## src/hdl/sali_pkg.sv

```systemverilog
// package for the six-axis linear interpolator: item types and constants
// no dependencies
package sali_pkg;

    localparam int NAXES = 6;

    localparam logic KIND_MOVE = 1'b0;
    localparam logic KIND_TICK = 1'b1;

    typedef struct packed {
        logic       kind;
        logic [7:0] target_lin_1;
        logic [7:0] target_rot_1;
        logic [7:0] target_lin_2;
        logic [7:0] target_rot_2;
        logic [7:0] target_lin_3;
        logic [7:0] target_rot_3;
        logic [7:0] step_delay;
    } t_in_item;

    typedef struct packed {
        logic [7:0] pos_lin_1;
        logic [7:0] pos_rot_1;
        logic [7:0] pos_lin_2;
        logic [7:0] pos_rot_2;
        logic [7:0] pos_lin_3;
        logic [7:0] pos_rot_3;
        logic       last_step;
        logic       status;
    } t_out_item;

endpackage

```

## src/hdl/sali_fifo.sv

```systemverilog
// short item queue between the front and the back part
// depends on sali_pkg
module sali_fifo import sali_pkg::*; (
    input  logic     i_clk,
    input  logic     i_rst_n,
    input  logic     i_wr,
    input  t_in_item i_data,
    output logic     o_full,
    input  logic     i_rd,
    output logic     o_empty,
    output t_in_item o_data
);
    t_in_item   r_mem [2];
    logic       r_wp, r_rp;
    logic [1:0] r_cnt;

    assign o_full  = (r_cnt == 2'd2);
    assign o_empty = (r_cnt == 2'd0);
    assign o_data  = r_mem[r_rp];

    // pointer and count update
    always_ff @(posedge i_clk) begin
        if (!i_rst_n) begin
            r_wp  <= 1'b0;
            r_rp  <= 1'b0;
            r_cnt <= 2'd0;
        end else begin
            if (i_wr) begin
                r_wp <= ~r_wp;
            end
            if (i_rd) begin
                r_rp <= ~r_rp;
            end
            r_cnt <= r_cnt + {1'b0, i_wr} - {1'b0, i_rd};
        end
    end

    // storage
    always_ff @(posedge i_clk) begin
        if (i_wr) begin
            r_mem[r_wp] <= i_data;
        end
    end
endmodule

```

## src/hdl/sali_engine.sv

```systemverilog
// back part: move setup with a serial divider, step timing and output register
// depends on sali_pkg
module sali_engine import sali_pkg::*; #(
    parameter int FRAC_BITS = 16
) (
    input  logic      i_clk,
    input  logic      i_rst_n,
    input  logic      i_empty,
    input  t_in_item  i_item,
    output logic      o_rd,
    output logic      o_valid,
    output t_out_item o_item,
    input  logic      i_stall
);
    localparam int AW = 8 + FRAC_BITS + 1;   // signed accumulator width
    localparam int NW = 8 + FRAC_BITS;       // dividend width
    localparam int CW = $clog2(NW + 1);

    localparam logic [2:0] ST_IDLE = 3'd0;
    localparam logic [2:0] ST_SPAN = 3'd1;
    localparam logic [2:0] ST_DIV  = 3'd2;
    localparam logic [2:0] ST_EMIT = 3'd3;
    localparam logic [2:0] ST_LOAD = 3'd4;

    logic [2:0]          r_st;
    logic [7:0]          r_pos [NAXES];
    logic signed [AW-1:0] r_acc [NAXES];
    logic signed [AW-1:0] r_inc [NAXES];
    logic [7:0]          r_tgt [NAXES];
    logic [7:0]          r_steps, r_ticks, r_delay, r_span;
    logic                r_moving;
    logic [2:0]          r_ax;
    logic [CW-1:0]       r_bit;
    logic [NW-1:0]       r_quo;
    logic [8:0]          r_rem;
    logic                r_valid;
    t_out_item           r_out;
    logic                r_last;

    logic [7:0] tgt [NAXES];
    logic [7:0] mag [NAXES];
    logic [7:0] span;
    logic [NW-1:0] num;
    logic [8:0] trial;
    logic [7:0] rnd [NAXES];
    logic       out_free;

    assign out_free = !r_valid || !i_stall;

    always_comb begin
        tgt[0] = i_item.target_lin_1;
        tgt[1] = i_item.target_rot_1;
        tgt[2] = i_item.target_lin_2;
        tgt[3] = i_item.target_rot_2;
        tgt[4] = i_item.target_lin_3;
        tgt[5] = i_item.target_rot_3;
    end

    // absolute differences and their maximum
    always_comb begin
        span = '0;
        for (int i = 0; i < NAXES; i++) begin
            mag[i] = (r_tgt[i] >= r_pos[i]) ? r_tgt[i] - r_pos[i] : r_pos[i] - r_tgt[i];
            if (mag[i] > span) begin
                span = mag[i];
            end
        end
    end

    // rounding of accumulators, halves up, clamped
    always_comb begin
        for (int i = 0; i < NAXES; i++) begin
            logic signed [AW:0] s;
            s = {r_acc[i][AW-1], r_acc[i]} + (AW+1)'(1 << (FRAC_BITS - 1));
            if (r_acc[i] <= 0) begin
                rnd[i] = '0;
            end else if (s[AW:FRAC_BITS] > 255) begin
                rnd[i] = 8'hff;
            end else begin
                rnd[i] = s[FRAC_BITS+7:FRAC_BITS];
            end
        end
    end

    // restoring division, one quotient bit a cycle
    assign num   = {mag[r_ax], {FRAC_BITS{1'b0}}};
    assign trial = {r_rem[7:0], num[r_bit[CW-1:0] - CW'(1)]};

    assign o_rd = (r_st == ST_IDLE) && !i_empty && out_free;

    always_ff @(posedge i_clk) begin
        if (!i_rst_n) begin
            r_st     <= ST_IDLE;
            r_moving <= 1'b0;
            r_valid  <= 1'b0;
            r_steps  <= '0;
            r_ticks  <= '0;
            r_delay  <= '0;
            for (int i = 0; i < NAXES; i++) begin
                r_pos[i] <= '0;
                r_acc[i] <= '0;
                r_inc[i] <= '0;
            end
        end else begin
            if (r_valid && !i_stall) begin
                r_valid <= 1'b0;
            end
            case (r_st)
                ST_IDLE: begin
                    if (o_rd) begin
                        if (i_item.kind == KIND_MOVE) begin
                            if (r_moving) begin
                                r_out.pos_lin_1 <= rnd[0];
                                r_out.pos_rot_1 <= rnd[1];
                                r_out.pos_lin_2 <= rnd[2];
                                r_out.pos_rot_2 <= rnd[3];
                                r_out.pos_lin_3 <= rnd[4];
                                r_out.pos_rot_3 <= rnd[5];
                                r_out.last_step <= 1'b0;
                                r_out.status    <= 1'b1;
                                r_valid <= 1'b1;
                            end else begin
                                for (int i = 0; i < NAXES; i++) begin
                                    r_tgt[i] <= tgt[i];
                                end
                                r_delay <= (i_item.step_delay == 8'd0) ? 8'd1
                                           : i_item.step_delay;
                                r_st <= ST_SPAN;
                            end
                        end else if (r_moving) begin
                            if (r_ticks + 8'd1 >= r_delay) begin
                                if (r_steps == 8'd0) begin
                                    r_moving <= 1'b0;
                                    r_ticks  <= '0;
                                end else begin
                                    r_st <= ST_EMIT;
                                end
                            end else begin
                                r_ticks <= r_ticks + 8'd1;
                            end
                        end
                    end
                end
                ST_SPAN: begin
                    if (span == 8'd0) begin
                        r_st <= ST_IDLE;
                    end else begin
                        r_span <= span;
                        r_ax   <= '0;
                        r_bit  <= CW'(NW);
                        r_rem  <= '0;
                        r_quo  <= '0;
                        r_st   <= ST_DIV;
                    end
                end
                ST_DIV: begin
                    if (r_bit == '0) begin
                        r_inc[r_ax] <= (r_tgt[r_ax] < r_pos[r_ax])
                                       ? -$signed({1'b0, r_quo}) : $signed({1'b0, r_quo});
                        r_acc[r_ax] <= $signed(AW'({r_pos[r_ax], {FRAC_BITS{1'b0}}}));
                        r_pos[r_ax] <= r_tgt[r_ax];
                        r_bit <= CW'(NW);
                        r_rem <= '0;
                        r_quo <= '0;
                        if (r_ax == 3'(NAXES - 1)) begin
                            r_steps  <= r_span;
                            r_moving <= 1'b1;
                            r_st     <= ST_EMIT;
                        end else begin
                            r_ax <= r_ax + 3'd1;
                        end
                    end else begin
                        r_bit <= r_bit - CW'(1);
                        if (trial >= {1'b0, r_span}) begin
                            r_rem <= trial - {1'b0, r_span};
                            r_quo <= {r_quo[NW-2:0], 1'b1};
                        end else begin
                            r_rem <= trial;
                            r_quo <= {r_quo[NW-2:0], 1'b0};
                        end
                    end
                end
                ST_EMIT: begin
                    // step accumulators, or land exactly on the targets
                    r_steps <= r_steps - 8'd1;
                    r_ticks <= '0;
                    for (int i = 0; i < NAXES; i++) begin
                        if (r_steps == 8'd1) begin
                            r_acc[i] <= $signed(AW'({r_pos[i], {FRAC_BITS{1'b0}}}));
                        end else begin
                            r_acc[i] <= r_acc[i] + r_inc[i];
                        end
                    end
                    r_last <= (r_steps == 8'd1);
                    r_st   <= ST_LOAD;
                end
                ST_LOAD: begin
                    // load output register from the updated accumulators
                    r_out.pos_lin_1 <= rnd[0];
                    r_out.pos_rot_1 <= rnd[1];
                    r_out.pos_lin_2 <= rnd[2];
                    r_out.pos_rot_2 <= rnd[3];
                    r_out.pos_lin_3 <= rnd[4];
                    r_out.pos_rot_3 <= rnd[5];
                    r_out.last_step <= r_last;
                    r_out.status    <= 1'b0;
                    r_valid <= 1'b1;
                    r_st    <= ST_IDLE;
                end
                default: begin
                    r_st <= ST_IDLE;
                end
            endcase
        end
    end

    assign o_valid = r_valid;
    assign o_item  = r_out;
endmodule

```

## src/hdl/six_axis_linear_interpolator.sv

```systemverilog
// Six-axis linear interpolator, top level: item queue and interpolation engine.
// Depends on sali_pkg, sali_fifo, sali_engine.
//
// A move item is set up by the serial divider, which works one quotient bit a
// cycle for each axis in turn; a tick that emits a step passes through the emit
// and load states. A two-entry queue takes items while the engine is busy. Each
// result item is held in an output register until taken.
module six_axis_linear_interpolator import sali_pkg::*; #(
    parameter int FRAC_BITS = 16
) (
    input  logic      i_clk,
    input  logic      i_rst_n,
    input  logic      i_valid,
    output logic      o_stall,
    input  t_in_item  i_item,
    output logic      o_valid,
    input  logic      i_stall,
    output t_out_item o_item
);
    logic     full, empty, rd;
    t_in_item q_item;

    // front part: queue the incoming items
    sali_fifo u_fifo (
        .i_clk   (i_clk),
        .i_rst_n (i_rst_n),
        .i_wr    (i_valid && !full),
        .i_data  (i_item),
        .o_full  (full),
        .i_rd    (rd),
        .o_empty (empty),
        .o_data  (q_item)
    );

    assign o_stall = full;

    // back part: carry out moves and ticks
    sali_engine #(.FRAC_BITS(FRAC_BITS)) u_engine (
        .i_clk   (i_clk),
        .i_rst_n (i_rst_n),
        .i_empty (empty),
        .i_item  (q_item),
        .o_rd    (rd),
        .o_valid (o_valid),
        .o_item  (o_item),
        .i_stall (i_stall)
    );

`ifndef SYNTH
    // the engine never pops an empty queue
    a_no_underflow: assert property (@(posedge i_clk) disable iff (!i_rst_n)
        rd |-> !empty) else $error("pop of empty queue");
    // a stalled result keeps its value
    a_hold: assert property (@(posedge i_clk) disable iff (!i_rst_n)
        o_valid && i_stall |=> o_valid && $stable(o_item))
        else $error("result changed under stall");
    // a full queue stalls the input
    a_no_overflow: assert property (@(posedge i_clk) disable iff (!i_rst_n)
        full |-> o_stall) else $error("queue overflow");
`endif
endmodule

```

## config.mk

```make
export PLATFORM = sky130hd
export DESIGN_NAME = six_axis_linear_interpolator
export DESIGN_NICKNAME = d
export VERILOG_FILES = /design/src/hdl/sali_pkg.sv /design/src/hdl/sali_fifo.sv /design/src/hdl/sali_engine.sv /design/src/hdl/six_axis_linear_interpolator.sv
export SDC_FILE = /design/constraint.sdc
export NUM_CORES = 2
export LEC_CHECK = 0
export ABC_CLOCK_PERIOD_IN_PS = 21900
export BUFFER_PORTS_ARGS = -buffer_cell sky130_fd_sc_hd__buf_2
export CAP_MARGIN = 10
export CORE_ASPECT_RATIO = 1.75
export CORE_UTILIZATION = 57
export DETAILED_ROUTE_END_ITERATION = 10
export MAX_ROUTING_LAYER = met4
export PLACE_DENSITY = 0.83
export SLEW_MARGIN = 20
export SYNTH_ARGS = -nofsm -noshare
export SYNTH_HDL_FRONTEND = slang
export SYNTH_SLANG_ARGS = --single-unit
```

## constraint.sdc

```tcl
create_clock -name i_clk -period 21.9 [get_ports i_clk]
set_input_delay 1.095 -clock i_clk [delete_from_list [all_inputs] [get_ports i_clk]]
set_output_delay 1.095 -clock i_clk [all_outputs]
set_load 0.03 [all_outputs]
```

==> run metrics <==
EDFF count, synth 523; critical path class flop to flop; most frequent CP cell o21ai_0; Adder-Cell Fraction of Synth Area a little over a tenth; max-cap violations 0; grt peak-use layer met2; HP Class flop to flop; Die Y 349.1 um; DP Wirelength 83120 um; first-pass GRT wire length 169000 um; DRT Pass-1 Iters 6; CTS Buf Count 59; Die W 200.3 um; largest family of logic cells by synthesized area compound AO/OA/AOI/OAI gates; sequential group share of total power 28.9%; Crit path arrival time 15.02 ns; Post-CTS Setup Inserts 0; Design Area, Final between 40000 and 50000 um^2; Synth Area in Simple Gates around 14%; CTS root buffer clkbuf_16; Avg WL per Cell 22.88 um; post-CTS sizing 0; H-tree depth 2; clock-pin slew on the worst setup and hold paths 0.07 ns; top_reg_cell synth edfxtp_1; clk sink count 662; pwr dens 135.7 nW/um^2; Tmin final 14.70 ns; crit-path max FO 37; sequential area share after synthesis between 40% and 50%; LEAKAGE 17.42 nW; Sw Share 43.00%; grt total ovfl 0; Compound-Gate Fraction of Synth Area 14.59%; Setup violations, final 0; vias per cell 6.308; critical path buffer and inverter count 6; combinational share of power 51.3%; Area growth, synth to finish 9.758%; DIE AREA 69930 um^2; Crit path depth 57; crit start category flop; Ys Warns 0; initial antenna violation count 5; drt initial violations 2394; std cell rows about 130; IO buf count 112; met3 Usage GRT 5.520%; Initial Utilization 57.88%; largest net degree at the start of global routing 94; via count about 30000; slew at the pin with the worst max-slew slack 1.164 ns; Clock Path Buffers 3; Post-Syn Instances 3771; asr flop ratio synth 0%; Syn Area/Cell 10.40 um^2; Post-DRT Antenna Nets 0; Final #Nets 4271; TNS Setup 0 ns; unrepaired setup endpoints after global routing false; met1 GRT Util a little under a third; f_max between 60 and 70 MHz; routed wire length 110500 um; synthesized flop and latch total 662; period utilization 67.14%; mux cell area share after synthesis roughly 5.1%; Switch Pwr 2.513 mW; met2 Use GR 56.16%; CTS tree done; worst relative slew slack 22.37%; DRC Markers 0; Synth cell types 86; CP max stage cell o21ai_0; num ports 113; clock share of power 19.7%; XOR/XNOR Fraction of Synth Area 5.000%; Core ar. 67790 um^2; Mapped Nets 4162; share of layout cells above drive strength 1 a little over a tenth; Fin. Hold Viols 0; Hold Path Depth 2; internal power 3.330 mW; maximum vdd drop 0.0002356 V; placer congestion estimate 1.090; max-slew violation count 0; clk_skew 0.01855 ns; vias in the first global route 30142; Worst EP required between 20 and 25 ns; reg2reg path depth between 50 and 60; Critical Path End Type flop; hold bufs inserted after CTS 0; delay-heaviest family, CP compound AO/OA/AOI/OAI gates; clock insertion delay at the later pin of the skew report 0.67 ns; Mapped Area between 30000 and 40000 um^2; Placed Area between 40000 and 50000 um^2; Largest stage delay, worst path 0.84 ns; GRT Util Overall between 30% and 40%; outcome complete, no violations
## cells in the final DEF, fill, tap and decap left out, types with 29 or more instances in the layout
master and n:
nand2b_1 32, xor2_1 117, o22ai_1 29, a211oi_1 35, dfxtp_1 137, buf_2 112, a21oi_1 276, mux2_2 73
o21ai_0 176, buf_4 44, nor3_1 89, clkbuf_16 60, and2_1 38, nand2_1 249, ha_1 311, a31oi_1 33
mux2i_1 57, a21o_1 62, nor2_1 378, o21bai_1 30, nor4_1 48, and3_1 64, inv_1 259, or3_1 30
nand3_1 84, xnor2_1 105, edfxtp_1 523
## flip-flops by register name, summed over array words and instances (netlist names), 24 cells and up, named ones only
register,flops
u_engine.r_inc,150
u_engine.r_quo,24
u_engine.r_pos,64
u_fifo.r_mem,114
u_engine.r_tgt,48
u_engine.o_item,50
u_engine.r_acc,150
## area by class of cell
cell class	count	area, um^2
flip-flops and latches	662	18490
repair buffers	157	902.1
well taps	896	1121
clock buffers	69	1535
diodes	5	12.51
multi-input cells	2739	19420
fillers	5415	24730
inverters	261	979.7
clock inverters	42	600.6
## path summary, 6_finish.rpt
kind                                           start                  end  slack (ns)
worst min-delay path             u_engine.r_steps[6]  u_engine.r_steps[6]        0.47
worst min register to register   u_engine.r_steps[6]  u_engine.r_steps[6]        0.47
worst max-delay path            u_engine.r_tgt[1][0]    u_engine.r_quo[6]        7.20
worst max register to register  u_engine.r_tgt[1][0]    u_engine.r_quo[6]        7.20
## metrics by stage
stage | worst slack, ns | power [mW] | hold WS [ns] | utilization [%] | std cells
floorplan | 8.649 | 3.818 | 0.4437 | - | 3771
global route | 6.088 | 6.166 | 0.4947 | 63.53 | 4831
finish | 7.196 | 5.842 | 0.4691 | 63.53 | 4831
global placement | 7.667 | 4.605 | 0.4508 | 60.31 | 4714
CTS | 7.444 | 5.800 | 0.4709 | 63.46 | 4825
detailed placement | 7.507 | 4.649 | 0.4614 | 60.31 | 4714
## cell families after synthesis
family | after synthesis
and+or+nand+nor | 1137
AOI/OAI and AO/OA | 891
DFF | 662
buffers and inverters | 370
adders and majority gates | 330
xor gates and xnor gates | 224
muxes | 157
## per-layer routing
metal	part of all wire, %	vias to the layer above
met4	11	0
met2	50	1301
li1	-	14150
met5	0	-
met1	33	14503
met3	6.4	519
## worst min-delay path, cell delays in order, from the launching register on
cell     delay [ns]
dfxtp_1        0.31
o21ai_0        0.06
a21oi_1        0.06
## power groups by stage
stage / clock [mW] / combinational (mW) / sequential [mW]
final: 1.15 / 3.00 / 1.69
after global routing: 1.21 / 3.26 / 1.70
after CTS: 1.16 / 2.95 / 1.69
after detailed placement: 0 / 2.94 / 1.71
after global placement: 0 / 2.90 / 1.71
after floorplan: 0 / 2.14 / 1.68
## synthesized netlist by cell type (8+ instances only)
cell | n | area [um^2]
o311ai_0 | 8 | 70.07
a21o_1 | 62 | 465.5
nand4_1 | 27 | 168.9
a32o_1 | 8 | 80.08
dfxtp_1 | 139 | 2783
nor3b_1 | 12 | 90.09
o21ai_0 | 176 | 880.8
a21boi_0 | 9 | 67.56
xor2_1 | 117 | 1025
o211ai_1 | 24 | 180.2
nand3_1 | 84 | 420.4
nand2b_1 | 32 | 200.2
a211oi_1 | 35 | 262.8
and2_1 | 38 | 237.7
a221oi_1 | 11 | 96.34
or3_1 | 30 | 187.7
o21bai_1 | 30 | 225.2
nand2_1 | 253 | 949.7
or2_2 | 12 | 75.07
o22ai_1 | 29 | 181.4
mux2_2 | 73 | 822.0
or4_1 | 8 | 60.06
clkbuf_1 | 91 | 341.6
edfxtp_1 | 523 | 15710
a22o_1 | 23 | 201.4
o31ai_1 | 15 | 112.6
xnor2_1 | 107 | 937.2
ha_1 | 311 | 3891
fa_1 | 19 | 380.4
o21a_1 | 25 | 187.7
a31oi_1 | 33 | 206.5
o221ai_1 | 17 | 148.9
nor2b_1 | 28 | 175.2
nor2_1 | 382 | 1434
inv_1 | 259 | 972.2
a211o_1 | 14 | 122.6
nor3_1 | 91 | 455.4
mux4_2 | 26 | 585.6
and3_1 | 65 | 406.6
o21ai_1 | 20 | 100.1
mux2i_1 | 57 | 570.6
buf_1 | 14 | 52.55
a21oi_1 | 276 | 1381
nor4_1 | 50 | 312.8
Power figures use the tool's default switching activity.
